[src/design/assert_macros.svh]
// assertion macros shared by the radix-3 butterfly rtl
// no dependencies; include by bare file name
`ifndef ASSERT_MACROS_SVH
`define ASSERT_MACROS_SVH

// antecedent implies consequent in the same cycle (consequent may start with a delay)
`define ASSERT_IMPL(label, clk, rst_n, ante, cons, msg) \
	label: assert property (@(posedge clk) disable iff (!rst_n) (ante) |-> cons) \
		else $error(msg);

// antecedent implies consequent in the next cycle
`define ASSERT_NEXT(label, clk, rst_n, ante, cons, msg) \
	label: assert property (@(posedge clk) disable iff (!rst_n) (ante) |=> (cons)) \
		else $error(msg);

`endif

[src/design/d3q_pkg.sv]
// types, constants and rounding helper for the radix-3 butterfly
// no dependencies
package d3q_pkg;

	typedef logic signed [31:0] q31_t;

	typedef struct packed {
		q31_t re;
		q31_t im;
	} cplx_t;

	// 1/3 in q1.31
	localparam q31_t SCALE_Q31 = 32'sd715827883;
	// sqrt(3)/2 in q1.31
	localparam q31_t TWID_IM_Q31 = 32'sd1859775393;
	// real part of both twiddles is -0.5, i.e. -2^30 in q1.31
	localparam int unsigned TWID_RE_SHIFT = 30;

	localparam q31_t Q31_MAX = 32'sh7fffffff;
	localparam q31_t Q31_MIN = 32'sh80000000;

	// shift right by 31 with rounding half away from zero
	function automatic q31_t round_q31(input logic signed [63:0] v);
		logic signed [63:0] t;
		t = v + (v[63] ? 64'sd1073741823 : 64'sd1073741824);
		return t[62:31];
	endfunction

endpackage

[src/design/d3q_scale_lane.sv]
// one prescale lane: component times 1/3, rounded to q1.31
// depends on d3q_pkg
module d3q_scale_lane (
	input  logic            clk,
	input  d3q_pkg::q31_t   x,
	output d3q_pkg::q31_t   s
);

	logic signed [62:0] prod_s1;
	d3q_pkg::q31_t      s_s2;

	always_ff @(posedge clk) begin
		prod_s1 <= 63'(x) * 63'(d3q_pkg::SCALE_Q31);
		// magnitude stays below 2^30, no saturation needed
		s_s2    <= d3q_pkg::round_q31(64'(prod_s1));
	end

	assign s = s_s2;

endmodule

[config.mk]
export PLATFORM = sky130hd
export DESIGN_NAME = d3q_scale_lane
export DESIGN_NICKNAME = d
export VERILOG_FILES = /design/src/design/assert_macros.svh /design/src/design/d3q_pkg.sv /design/src/design/d3q_scale_lane.sv
export SDC_FILE = /design/constraint.sdc
export NUM_CORES = 1
export LEC_CHECK = 0
export BUFFER_PORTS_ARGS = -buffer_cell sky130_fd_sc_hd__clkbuf_2
export CORE_ASPECT_RATIO = 1.4
export CORE_MARGIN = 4
export CORE_UTILIZATION = 35
export DETAILED_ROUTE_END_ITERATION = 12
export GPL_ROUTABILITY_DRIVEN = 0
export PLACE_DENSITY_LB_ADDON = 0.12
export SETUP_SLACK_MARGIN = 0.05
export SLEW_MARGIN = 40
export SYNTH_ARGS = -nofsm -noshare
export SYNTH_HDL_FRONTEND = slang
export SYNTH_SLANG_ARGS = --single-unit
[constraint.sdc]
create_clock -name clk -period 8 [get_ports clk]
set_input_delay 0 -clock clk [delete_from_list [all_inputs] [get_ports clk]]
set_output_delay 0 -clock clk [all_outputs]
set_load 0.05 [all_outputs]
==> impl_metrics.ini <==
[synth]
syn_nets = 3140
synthFlopType = dfxtp_1
synth.distinct_cells = 67
synthArstFlopShare_pct = 0
synthAdderAreaFrac_pct = 59.4
synth_mux_area_share_pct = 0.180
syn_avg_cell_area_um2 = 9.62
ys_warn_count = 0
synth_seq_cells = 95
synth-compound-area-share_pct = 8.98
synthesis.area_um2 = 22300
synth-edff-count = 0
synth-simple-area-share_pct = 5.80
synth_top_family_by_area = adder cells
seq_area_frac_synth_pct = 8.54
postSynthCellCount = 2315
synth-xor-area-share_pct = 4.52

[sta]
slew_headroom_pct = 44.8
setup_slack_ns = 1.01
finalClockSkew_ns = 0.0145
whs_ns = 0.126
final_hold_viol_count = 0
slew_violations = 0
rsz0062_at_grt = false
worst_pin_slew_ns = 0.821
period_share_pct = 87.4
setup_tns_ns = 0
clock.fmax_ghz = 0.143
setup_viol = 0
min_period_ns = 6.99

[cells_and_area]
area_growth_pct = 7.20
final_common_cell = inv_1
drive_gt1_share_pct = 4.30
layout.nets = 3191
antenna_cells = 0
finish.utilization_pct = 37.8
mostFrequentLayoutCells = 711 x inv_1, 443 x fa_1, 349 x ha_1, 109 x a21oi_1, 95 x dfxtp_1

[placement]
port_buffers = 64
place_hpwl_um = 62300
place_ws_ns = 0.751

[global_routing]
grt_max_degree = 32
grt_pass1_vias = 17400
track_usage_pct = 19.9
grt-ovfl-total = 0
grt_pass1_wl_um = 103000
antenna_found_initial = 0

[worst_setup_path]
cp_common_cell = fa_1
slowest_delay_ns = 0.60
cp-end-kind = register
startpoint_type = input port
critPathArrivalTime_ns = 7.24
critPathBufInv = 6
path_max_fanout = 10
path_cells = dlygate4sd3_1, clkbuf_2, ha_1, ha_1, inv_1, fa_1, inv_1, fa_1, fa_1, fa_1, fa_1, inv_1, fa_1, inv_1, ha_1, nand4_1, a2111oi_0, o21ai_0, o211a_1, o31a_1, o21a_1, o31ai_1, xnor2_1
criticalPathCategory = in2reg
required_ns = 8.25
cp_top_family = adder cells
critPathSlowestCell = fa_1

[floorplan]
die_h_um = 306
rows = 109
die_x_um = 221
die-area_um2 = 67800
ios = 65
coreArea_um2 = 63100
start_util_pct = 35.3

[clock_tree]
clkTransAtPathRegs_ns = 0.08
clock_path_buffers = 2
root_buffer = clkbuf_16
cts-hold-fix-buffers = 1
worstSkewPairLatency_ns = 0.36
cts_setup_buffers = 0
cts_buffers = 9
cts_tree = done
cts-resized-gates = 0
cts.sinks = 95
htreeDepth = 3

[detailed_routing]
viasPerCell = 4.83
drc = 0
drt_wl_total_um = 66500
drtAntennaViolNets = 0
drt_iter0_drc = 714
num_vias = 15500
first_pass_iters = 5
avgRoutedWirePerCell_um = 20.8

[min_path]
min_path_type = in2reg

[run]
cap_violations = 0

[outcome]
status = finished clean
==> kinds of logic after synthesis <==
logic type / after synthesis
AND/OR/NAND/NOR: 262
adder cells (fa/ha/maj): 792
buffers and inverters: 741
flip-flops: 95
XOR/XNOR: 115
multiplexers: 4
AO/OA/AOI/OAI: 306
==> worst register-to-register path: stages, from the launching register on <==
cell     delay (ns)
dfxtp_1        0.32
buf_4          0.34
ha_1           0.36
a21o_1         0.18
a21o_1         0.17
a21o_1         0.17
a21o_1         0.18
a21o_1         0.20
a31o_2         0.26
a21oi_4        0.50
nor3_1         0.21
xnor2_1        0.17
==> flip-flops by register name, summed over array words and instances (netlist names) <==
name     flops
prod_s1     63
s           32
==> area by class of cell <==
cell class | instances | area [um^2]
fillers | 6515 | 39300
multi-input cells | 1479 | 17600
clock buffers | 9 | 225
well taps | 832 | 1040
clock inverters | 7 | 88.8
flip-flops and latches | 95 | 1900
repair buffers | 69 | 360
inverters | 712 | 2670
==> final timing paths <==
kind                 end  cells after the start  slack, ns         from
max          prod_s1[56]                     23       1.01         x[0]
min           prod_s1[1]                      2       0.13         x[1]
max reg2reg        s[31]                     11       4.81  prod_s1[62]
min reg2reg         s[9]                      1       0.47  prod_s1[40]
==> per-stage QoR <==
stage,instances,area (um^2)
detailed placement,3186,23600
floorplan,2315,22300
CTS,3203,23900
global placement,3186,23500
global route,3203,23900
finish,3203,23900
==> synth_stat cells, types with 3 or more instances <==
master     count  area, um^2
nand3_1       26         130
dfxtp_1       95        1900
a2111oi_0      3        26.3
fa_1         443        8870
inv_1        712        2670
and3_1        17         106
a21o_1        45         338
a221oi_1       3        26.3
and4_1         3        26.3
mux2i_1        4        40.0
nor2_1        51         191
nand4_1       26         163
nor4_1         8        50.1
a21oi_1      110         551
o21a_1        12        90.1
clkbuf_1      17        63.8
a31oi_1        9        56.3
o21ai_0       50         250
o31ai_1        6        45.0
and2_1         4        25.0
buf_2         10        50.1
or3_1          5        31.3
a211oi_1       9        67.6
nor2b_1       11        68.8
nand2_1       70         263
a31o_2         3        26.3
xnor2_1       54         473
nand2b_1       7        43.8
o2111ai_1      3        26.3
ha_1         349        4370
nor3_1        23         115
a21boi_0       5        37.5
xor2_1        61         534
o21bai_1      17         128
==> metal layers <==
| layer | wire, um | track usage [%] | part of all wire [%] | up-vias |
|---|---|---|---|---|
| met5 | 0 | 0 | 0 | - |
| met3 | 1450 | 1.61 | 2.2 | 80 |
| met4 | 3610 | 8.54 | 5.4 | 0 |
| li1 | - | - | - | 7247 |
| met1 | 24700 | 22.4 | 37 | 7887 |
| met2 | 36700 | 38.4 | 55 | 241 |
Power is not shown: default switching activity piles up to over one toggle a cycle in this logic, so the estimate is an artifact.
