## src/design/assert_macros.svh

```systemverilog
// assertion macros shared by the radix-3 butterfly rtl
// no dependencies; include by bare file name
`ifndef ASSERT_MACROS_SVH
`define ASSERT_MACROS_SVH

// antecedent implies consequent in the same cycle (consequent may start with a delay)
`define ASSERT_IMPL(label, clk, rst_n, ante, cons, msg) \
	label: assert property (@(posedge clk) disable iff (!rst_n) (ante) |-> cons) \
		else $error(msg);

// antecedent implies consequent in the next cycle
`define ASSERT_NEXT(label, clk, rst_n, ante, cons, msg) \
	label: assert property (@(posedge clk) disable iff (!rst_n) (ante) |=> (cons)) \
		else $error(msg);

`endif

```

## src/design/d3q_pkg.sv

```systemverilog
// types, constants and rounding helper for the radix-3 butterfly
// no dependencies
package d3q_pkg;

	typedef logic signed [31:0] q31_t;

	typedef struct packed {
		q31_t re;
		q31_t im;
	} cplx_t;

	// 1/3 in q1.31
	localparam q31_t SCALE_Q31 = 32'sd715827883;
	// sqrt(3)/2 in q1.31
	localparam q31_t TWID_IM_Q31 = 32'sd1859775393;
	// real part of both twiddles is -0.5, i.e. -2^30 in q1.31
	localparam int unsigned TWID_RE_SHIFT = 30;

	localparam q31_t Q31_MAX = 32'sh7fffffff;
	localparam q31_t Q31_MIN = 32'sh80000000;

	// shift right by 31 with rounding half away from zero
	function automatic q31_t round_q31(input logic signed [63:0] v);
		logic signed [63:0] t;
		t = v + (v[63] ? 64'sd1073741823 : 64'sd1073741824);
		return t[62:31];
	endfunction

endpackage

```

## src/design/d3q_twiddle_lane.sv

```systemverilog
// one twiddle lane: -(a+b)/2 +/- (sqrt(3)/2)(c-d), both bins at once
// depends on d3q_pkg
module d3q_twiddle_lane (
	input  logic            clk,
	input  d3q_pkg::q31_t   sum_a,
	input  d3q_pkg::q31_t   sum_b,
	input  d3q_pkg::q31_t   dif_a,
	input  d3q_pkg::q31_t   dif_b,
	output d3q_pkg::q31_t   r_pos,
	output d3q_pkg::q31_t   r_neg
);

	logic signed [32:0] dif;
	logic signed [32:0] sum_s3;
	logic signed [63:0] prod_s3;
	logic signed [63:0] base;
	logic signed [63:0] w_pos_s4;
	logic signed [63:0] w_neg_s4;
	d3q_pkg::q31_t      r_pos_s5;
	d3q_pkg::q31_t      r_neg_s5;

	assign dif  = 33'(dif_a) - 33'(dif_b);
	assign base = -(64'(sum_s3) <<< d3q_pkg::TWID_RE_SHIFT);

	always_ff @(posedge clk) begin
		sum_s3   <= 33'(sum_a) + 33'(sum_b);
		prod_s3  <= 64'(dif) * 64'(d3q_pkg::TWID_IM_Q31);
		// exact q2.62 sums, half scale; never near the 64-bit limits
		w_pos_s4 <= base + prod_s3;
		w_neg_s4 <= base - prod_s3;
		r_pos_s5 <= d3q_pkg::round_q31(w_pos_s4);
		r_neg_s5 <= d3q_pkg::round_q31(w_neg_s4);
	end

	assign r_pos = r_pos_s5;
	assign r_neg = r_neg_s5;

endmodule

```

## config.mk

```make
export PLATFORM = sky130hd
export DESIGN_NAME = d3q_twiddle_lane
export DESIGN_NICKNAME = d
export VERILOG_FILES = /design/src/design/assert_macros.svh /design/src/design/d3q_pkg.sv /design/src/design/d3q_twiddle_lane.sv
export SDC_FILE = /design/constraint.sdc
export NUM_CORES = 2
export LEC_CHECK = 0
export ABC_AREA = 0
export ABC_CLOCK_PERIOD_IN_PS = 12300
export BUFFER_PORTS_ARGS = -buffer_cell sky130_fd_sc_hd__buf_2
export CAP_MARGIN = 15
export CORE_UTILIZATION = 40
export CTS_BUF_LIST = sky130_fd_sc_hd__clkbuf_4
export DETAILED_ROUTE_END_ITERATION = 8
export SYNTH_ARGS = -nofsm -noshare
export SYNTH_HDL_FRONTEND = slang
export SYNTH_SLANG_ARGS = --single-unit
```

## constraint.sdc

```tcl
create_clock -name clk -period 12.3 [get_ports clk]
set_clock_uncertainty 0.1 [all_clocks]
set_input_delay 1.845 -clock clk [delete_from_list [all_inputs] [get_ports clk]]
set_output_delay 1.845 -clock clk [all_outputs]
set_load 0.03 [all_outputs]
```

==> impl_metrics.yaml <==
synth:
  synth_seq_cells: 288
  synthSimpleGateAreaFrac: 0.0829
  synthCells: 3707
  ys_seq_area_frac: 0.161
  synthDistinctLibCells: 88
  muxShareOfSynthArea: 0.00217
  synth_top_family_by_area: "adder cells"
  syn-num-nets: 4877
  postSynth.asyncResetShare: 0
  yosysWarnings: 0
  synthAdderAreaFrac: 0.470
  synth_xor_area_frac: 0.0842
  synthesis.area_mm2: 0.0358
  synth-compound-area-share: 0.109
  syn_area_per_cell_um2: 9.65
  synth_edf_count: 0
  synth_ff_type: "dfxtp_1"
route:
  firstDrtPassIters: 7
  met2RoutedLength_um: 44100
  drt_iter0_markers: 1468
  wirelength_um: 94400
  via_per_inst: 4.99
  dr_wl_met3_um: 5150
  ant_nets: 0
  met1_length_um: 42600
  route.detailed.drc: 27
  top_layer: "met4"
  wl_per_cell_um: 18.2
  vias: 25900
setup_path:
  critical-path-max-stage-delay_ns: 0.67
  cpLargestDelayFamily: "compound AO/OA/AOI/OAI gates"
  arrival_ns: 12.02
  crit_top_cell: "fa_1"
  cp.buffers_inverters: 5
  crit_fanout: 7
  slowest_stage: "a2111oi_0"
  worstSetupPathType: "in -> reg"
  worstPathRequired_ns: 12.87
  start_kind: "input pin"
  setup.worst_path.end_class: "flip-flop"
floorplanning:
  die_x_um: 301
  coreArea_mm2: 0.0885
  fp-row-count: 109
  io_pins: 193
  dieArea_mm2: 0.0906
  die_height_um: 301
  start_util: 0.404
timing:
  max_slew_margin: 0.297
  worst_slack_ns: 0.847
  final-setup-viol-count: 0
  worstMarginPinSlew_ns: 1.04
  hold_violations: 0
  min_period_over_period: 0.931
  hold_ws_ns: 0.229
  slew_viol_final: 0
  fmaxAchievable_ghz: 0.0873
  fin_crit_ns: 11.45
  grt_setup_unrepaired: "false"
clock_tree:
  clockRootBuffer: "clkbuf_4"
  clk_latency_ns: 0.79
  ctsHoldBuffers: 0
  tritoncts: "yes"
  cts-buffers-inserted: 73
  cts_resized: 0
  path_clk_slew_ns: 0.06
  ctsHtreeMaxLevel: 3
  postCtsSetupRepairBufs: 0
  clk_path_buf_depth: 3
  cts.sinks: 288
final_layout:
  drive_gt1_frac: 0.0962
  fin_nets: 5138
  area_growth_pct: 9.67
  final_core_util: 0.443
hold_path:
  min_path_type: "reg -> reg"
global_routing:
  grt_usage: 0.213
  grt_max_degree: 47
  antenna_found_initial: 1
  grt_pass1_wl_um: 149000
  grt_pass1_vias: 26900
  grt_remaining_overflow: 0
placed_design:
  dp_hpwl_um: 83400
  preCtsSetupSlack_ns: -0.0729
  numPortBuffers: 192
  gp_congestion: 1.02
flow_run:
  drv_cap: 0
status:
  violations: "DRC"
  run_status: "complete, but fails checks"
==> layout by cell type, fill, tap and decap left out, types with 27 or more instances in the layout <==
cell type and n:
inv_1 795, nand3_1 56, dfxtp_1 288, ha_1 537
buf_2 192, a21o_1 99, nor2_1 152, nand2_1 117
fa_1 504, xnor2_1 249, nor3_1 56, o21bai_1 34
nand4_1 27, a21oi_1 207, o21ai_0 89, clkbuf_4 95
xor2_1 95, buf_4 44
==> cells in the mapped netlist (6+ instances only) <==
cell type	n	share of area
inv_1	795	0.083
ha_1	537	0.19
fa_1	504	0.28
dfxtp_1	288	0.16
xnor2_1	249	0.061
a21oi_1	207	0.029
nor2_1	152	0.016
nand2_1	117	0.012
a21o_1	99	0.021
xor2_1	95	0.023
o21ai_0	89	0.012
nand3_1	56	0.0078
nor3_1	56	0.0078
clkbuf_1	36	0.0038
o21bai_1	34	0.0071
nand4_1	27	0.0047
and3_1	26	0.0045
nand2b_1	26	0.0045
nor2b_1	26	0.0045
nor4_1	22	0.0038
o21a_1	19	0.0040
a211oi_1	17	0.0036
or4_1	17	0.0036
and2_1	14	0.0024
or3_1	13	0.0023
a221oi_1	12	0.0029
a31oi_1	10	0.0017
and4_1	8	0.0020
o31ai_1	8	0.0017
a2111oi_0	7	0.0017
a31o_2	7	0.0017
o2111ai_1	7	0.0017
o31a_1	7	0.0017
o41ai_1	7	0.0017
a211o_1	6	0.0015
mux2_2	6	0.0019
nor3b_1	6	0.0013
or2_2	6	0.0010
==> state kept, by name, indices dropped and copies added, names as in the netlist <==
| register | count |
|---|---|
| prod_s3 | 64 |
| w_neg_s4 | 64 |
| w_pos_s4 | 63 |
| sum_s3 | 33 |
| r_neg | 32 |
| r_pos | 32 |
==> area by class of cell <==
| cell class | count | area (um^2) |
|---|---|---|
| Tap cell | 1165 | 1460 |
| Clock buffer | 95 | 713 |
| Inverter | 795 | 2980 |
| Multi-Input combinational cell | 2574 | 26800 |
| Fill cell | 8591 | 49300 |
| Clock inverter | 33 | 250 |
| Sequential cell | 288 | 5770 |
| Timing Repair Buffer | 236 | 1290 |
| Antenna cell | 3 | 7.51 |
==> cells by family after synthesis <==
family / Yosys count
flip-flops: 288
adder cells (fa/ha/maj): 1041
buffers and inverters: 845
AO/OA/AOI/OAI: 593
AND/OR/NAND/NOR: 589
multiplexers: 7
XOR/XNOR: 344
==> worst register-to-register path, delay by kind of cell, from the launching register on <==
kind	cells	cell delay [ns]
adders and majority gates	1	0.48
DFF	1	0.33
buffers and inverters	1	0.15
AOI/OAI and AO/OA	6	2.13
xor gates and xnor gates	1	0.10
and+or+nand+nor	7	2.14
==> final timing paths <==
path                     from      endpoint  slack, ns  cells past startpoint
setup / recovery     dif_b[1]   prod_s3[63]       0.85                     36
hold / removal    prod_s3[16]  w_pos_s4[16]       0.23                      0
setup reg to reg    sum_s3[5]  w_pos_s4[62]       6.80                     16
hold reg to reg   prod_s3[16]  w_pos_s4[16]       0.23                      0
==> metrics by stage <==
stage | setup TNS, ns | instance area, um^2 | std cells
floorplan | 0 | 35800 | 3707
global placement | 0 | 38300 | 5058
detailed placement | -0.0729 | 38300 | 5058
CTS | 0 | 39200 | 5186
global route | 0 | 39200 | 5189
finish | 0 | 39200 | 5189
==> per-layer routing <==
metal  vias up  GRT usage
met5         -          0
met4         0     0.0671
met3       111     0.0277
met2       687      0.357
met1     12500      0.285
li1      12600          -
Power is not shown: default switching activity piles up to over one toggle a cycle in this logic, so the estimate is an artifact.
