[src/design/assert_macros.svh]
// assertion macros shared by the radix-3 butterfly rtl
// no dependencies; include by bare file name
`ifndef ASSERT_MACROS_SVH
`define ASSERT_MACROS_SVH

// antecedent implies consequent in the same cycle (consequent may start with a delay)
`define ASSERT_IMPL(label, clk, rst_n, ante, cons, msg) \
	label: assert property (@(posedge clk) disable iff (!rst_n) (ante) |-> cons) \
		else $error(msg);

// antecedent implies consequent in the next cycle
`define ASSERT_NEXT(label, clk, rst_n, ante, cons, msg) \
	label: assert property (@(posedge clk) disable iff (!rst_n) (ante) |=> (cons)) \
		else $error(msg);

`endif

[src/design/d3q_pkg.sv]
// types, constants and rounding helper for the radix-3 butterfly
// no dependencies
package d3q_pkg;

	typedef logic signed [31:0] q31_t;

	typedef struct packed {
		q31_t re;
		q31_t im;
	} cplx_t;

	// 1/3 in q1.31
	localparam q31_t SCALE_Q31 = 32'sd715827883;
	// sqrt(3)/2 in q1.31
	localparam q31_t TWID_IM_Q31 = 32'sd1859775393;
	// real part of both twiddles is -0.5, i.e. -2^30 in q1.31
	localparam int unsigned TWID_RE_SHIFT = 30;

	localparam q31_t Q31_MAX = 32'sh7fffffff;
	localparam q31_t Q31_MIN = 32'sh80000000;

	// shift right by 31 with rounding half away from zero
	function automatic q31_t round_q31(input logic signed [63:0] v);
		logic signed [63:0] t;
		t = v + (v[63] ? 64'sd1073741823 : 64'sd1073741824);
		return t[62:31];
	endfunction

endpackage

[src/design/d3q_merge.sv]
// merging stage: saturating adds of scaled x0 onto the lane results; bin 0 sums are only saturated
// depends on d3q_pkg and assert_macros.svh
`include "assert_macros.svh"

module d3q_merge (
	input  logic                clk,
	input  logic                arst_n,
	input  logic                vld,
	input  d3q_pkg::cplx_t      x0,
	input  logic signed [33:0]  sum0_re,
	input  logic signed [33:0]  sum0_im,
	input  d3q_pkg::cplx_t      r1,
	input  d3q_pkg::cplx_t      r2,
	output logic                done,
	output d3q_pkg::cplx_t      y0,
	output d3q_pkg::cplx_t      y1,
	output d3q_pkg::cplx_t      y2
);

	function automatic d3q_pkg::q31_t sat34(input logic signed [33:0] v);
		if (v > 34'(d3q_pkg::Q31_MAX)) begin
			return d3q_pkg::Q31_MAX;
		end else if (v < 34'(d3q_pkg::Q31_MIN)) begin
			return d3q_pkg::Q31_MIN;
		end
		return v[31:0];
	endfunction

	logic           done_q;
	d3q_pkg::cplx_t y0_q;
	d3q_pkg::cplx_t y1_q;
	d3q_pkg::cplx_t y2_q;

	always_ff @(posedge clk or negedge arst_n) begin
		if (!arst_n) begin
			done_q <= 1'b0;
		end else begin
			done_q <= vld;
		end
	end

	always_ff @(posedge clk) begin
		y0_q.re <= sat34(sum0_re);
		y0_q.im <= sat34(sum0_im);
		y1_q.re <= sat34(34'(x0.re) + 34'(r1.re));
		y1_q.im <= sat34(34'(x0.im) + 34'(r1.im));
		y2_q.re <= sat34(34'(x0.re) + 34'(r2.re));
		y2_q.im <= sat34(34'(x0.im) + 34'(r2.im));
	end

	assign done = done_q;
	assign y0   = y0_q;
	assign y1   = y1_q;
	assign y2   = y2_q;

	// twiddle part alone never reaches -1, so a low clip needs a negative x0
	`ASSERT_IMPL(a_y1_low_clip, clk, arst_n, done_q && (y1_q.re == d3q_pkg::Q31_MIN), $past(x0.re[31]), "y1_re clipped low with non-negative x0")
	`ASSERT_IMPL(a_y2_low_clip, clk, arst_n, done_q && (y2_q.im == d3q_pkg::Q31_MIN), $past(x0.im[31]), "y2_im clipped low with non-negative x0")

endmodule

[config.mk]
export PLATFORM = sky130hd
export DESIGN_NAME = d3q_merge
export DESIGN_NICKNAME = d
export VERILOG_FILES = /design/src/design/d3q_pkg.sv /design/src/design/d3q_merge.sv
export VERILOG_INCLUDE_DIRS = /design/src /design/src/design
export SDC_FILE = /design/constraint.sdc
export NUM_CORES = 1
export LEC_CHECK = 0
export BUFFER_PORTS_ARGS = -buffer_cell sky130_fd_sc_hd__buf_2
export CORE_AREA = 2 2 179 181
export CTS_BUF_LIST = sky130_fd_sc_hd__clkbuf_8
export CTS_CLUSTER_SIZE = 40
export DETAILED_ROUTE_END_ITERATION = 12
export DIE_AREA = 0 0 181 183
export PLACE_DENSITY = 0.67
export SYNTH_ARGS = -nofsm -noshare
export SYNTH_HDL_FRONTEND = slang
export SYNTH_SLANG_ARGS = --single-unit
[constraint.sdc]
create_clock -name clk -period 0.8 [get_ports clk]
set_input_delay 0.24 -clock clk [delete_from_list [all_inputs] [get_ports clk]]
set_output_delay 0.24 -clock clk [all_outputs]
set_load 0.01 [all_outputs]
==> impl_metrics.ini <==
[outcome]
outcome = complete, but fails checks
violations = setup timing

[flow_run]
cap_violations = 0

[setup_path]
critPathKind = primary input to flip-flop
critPathMaxFanout = 6
cp.required_ns = 1.22
cp-end-kind = flip-flop
arrival_ns = 2.90
start_kind = primary input

[placement]
place_congestion = 0.919
place_ws_ns = -2.23
placed_area_sq_um = 18500
io_buffer_count = 455
dpl.hpwl_mm = 36.0

[sta]
timing.fmax_mhz = 404
hold_violations = 0
finalCritPeriodShare_pct = 309
whs_ns = 0.106
setup_slack_ns = -1.68
slew_headroom_pct = 68.4
rsz0062_at_grt = yes
drv_slew = 0
period_minus_slack_ns = 2.48
finalSetupViolCount = 321
tightest_slew_ns = 0.470

[clock_tree]
clkTransAtPathRegs_ns = 0.12
cts_tree = built
clock-root-buffer = clkbuf_8
cts_inserted_buffers = 17
cts.sinks = 193
htree_levels = 4
cts.path.max_buffers = 2

[floorplan]
die-area_sq_um = 33100
start_util_pct = 38.1
io-pin-count = 456
die_w_um = 181
fp-row-count = 65
core_area_sq_um = 31200
die_y_um = 183

[global_route]
grtUsageTotal_pct = 28.5
grt_pass1_vias = 14820
grt_max_degree = 32
grt_pass1_wl_mm = 75.7
antenna_found_initial = 0
globalRouteOverflowTotal = 0

[detailed_routing]
drtAntennaViolNets = 0
viasPerCell = 5.23
drcViolationCount = 0
drt-pass1-iter-count = 5
vias = 14739
drt_iter0_drc = 730
detail_route.wl_per_cell_um = 18.2
routed_wirelength_mm = 51.3

[logic_synthesis]
netlist-cell-type-count = 78
syn_area_per_cell_sq_um = 8.40
seq_area_frac_synth_pct = 32.6
yosysTopAreaCell = dfxtp_1
synth_area_leaders = dfxtp_1 (32%), ha_1 (13%), a21oi_1 (6.6%)
synth-seq-cells = 193
synth-edff-count = 0
synth_top_area_share_pct = 32.3
ys.flop_type = dfxtp_1
synth_warnings = 0
synth_cells = 1414
synthesis.area_sq_um = 11900
syn-num-nets = 1809
synthArstFlopShare_pct = 0.518

[cells_and_area]
nFillCells = 2246
multiInputGateArea_sq_um = 8960
drive_gt1_share_pct = 56.1
fin_area_sq_um = 22200
diodes = 0
nNetsFinal = 2797
seqCellArea_sq_um = 4030
syn_to_final_growth_pct = 87.0

[power]
p_leak_nw = 10.8
vdd_ir_drop_max_v = 0.00116
power_density_nw_per_um2 = 1880

[hold_path]
holdCritPathClass = primary input to async pin
per-stage QoR:
stage / power (mW) / setup TNS [ns] / cells / util, %
global route: 43.8 / -288.62 / 2817 / 71.1
global placement: 28.9 / -269.32 / 2650 / 59.3
detailed placement: 29.1 / -279.68 / 2650 / 59.3
finish: 41.7 / -272.96 / 2817 / 71.1
CTS: 39.6 / -268.61 / 2797 / 68.4
floorplan: 21.2 / -217.21 / 1414 / -
kinds of logic (layout without fill, tap and decap cells):
| family | count (synthesis) | count (layout) | synth area share [%] |
|---|---|---|---|
| buffers and inverters | 98 | 1096 | 3.37 |
| XOR/XNOR | 108 | 108 | 8.12 |
| flip-flops | 193 | 193 | 32.6 |
| AO/OA/AOI/OAI | 484 | 484 | 26.2 |
| multiplexers | 2 | 2 | 0.168 |
| adder cells (fa/ha/maj) | 146 | 146 | 15.3 |
| AND/OR/NAND/NOR | 383 | 386 | 14.2 |
flip-flops by register name (all words and copies together), names as in the netlist:
name  cells
y2       64
y0       64
y1       64
done      1
cells in the mapped netlist, types with 14 or more instances:
cell type,instances
maj3_1,14
a21o_1,71
nor2_1,70
o21ai_0,110
nand2_1,208
o21bai_1,20
clkbuf_1,45
xor2_1,40
nand3_1,24
inv_1,44
ha_1,128
nand4_1,23
o21a_1,16
a21oi_1,157
xnor2_1,67
dfxtp_1,192
layout by cell type, fill, tap and decap left out, drive strengths merged, types with 3 or more instances in the layout:
cell and n:
o211ai 10, a21oi 162, inv 52, clkinv 6
a211oi 11, o311a 5, nand4 23, o211a 3
o2111ai 3, and3 8, ha 128, nor3 9
a2111oi 6, nor2 73, clkbuf 22, a221oi 5
a211o 5, a311oi 3, nand3 24, a41o 3
a21boi 4, dfxtp 192, fa 4, maj3 14
buf 948, nand2 213, o21a 16, nand2b 12
a21o 71, o31ai 15, and2 4, xnor2 67
dlygate4sd3 66, nor2b 6, a31oi 7, o31a 4
o21ai 114, xor2 41, o21bai 20, o221ai 3
power breakdown:
group	switching, mW	leakage (nW)	internal [mW]
sequential	1.15	1.62	12.1
clock	4.15	0.209	2.63
combinational	10.0	8.95	11.6
final cells by class:
type	instances	share of cell area, %
clock buffer	17	1.05
inverter	44	0.743
sequential	193	18.1
multi-input combinational	1126	40.3
clock inverter	15	0.771
timing repair buffer	1020	36.7
tap	402	2.26
routing by layer:
layer / GRT usage, % / vias up / share of wire, %
met4: 15.4 / 0 / 6.0
li1: - / 7050 / -
met3: 4.57 / 174 / 5.6
met2: 49.4 / 622 / 48
met1: 33.8 / 6893 / 40
met5: 0 / - / 0
worst max-delay path: stages:
cell,delay [ns]
buf_8,0.09
buf_6,0.09
ha_4,0.15
fa_2,0.21
a21oi_2,0.07
o311a_1,0.34
nor4b_2,0.25
a211o_1,0.23
a31oi_4,0.12
o31a_1,0.30
o21ai_4,0.26
nor2_4,0.12
buf_12,0.15
buf_16,0.14
o21ai_2,0.14
final timing paths:
| kind | start | end | slack [ns] |
|---|---|---|---|
| max in group asynchronous | arst_n | done$_DFF_PN0_ | 0.61 |
| min in group clk | r1[32] | y1[32]$_DFF_P_ | 0.11 |
| worst max-delay path | x0[32] | y1[56]$_DFF_P_ | -1.68 |
| worst min-delay path | arst_n | done$_DFF_PN0_ | 0.11 |
repair_timing:
item / in CTS / in global routing
pin swaps: 64 / 37
setup buffers: 43 / 22
gates resized for setup: 336 / 166
gates cloned: 10 / 6
hold buffers: 66 / 0
setup endpoints to repair: 321 / 321
endpoints found under the hold margin: 66 / 0
Power figures use the tool's default switching activity.
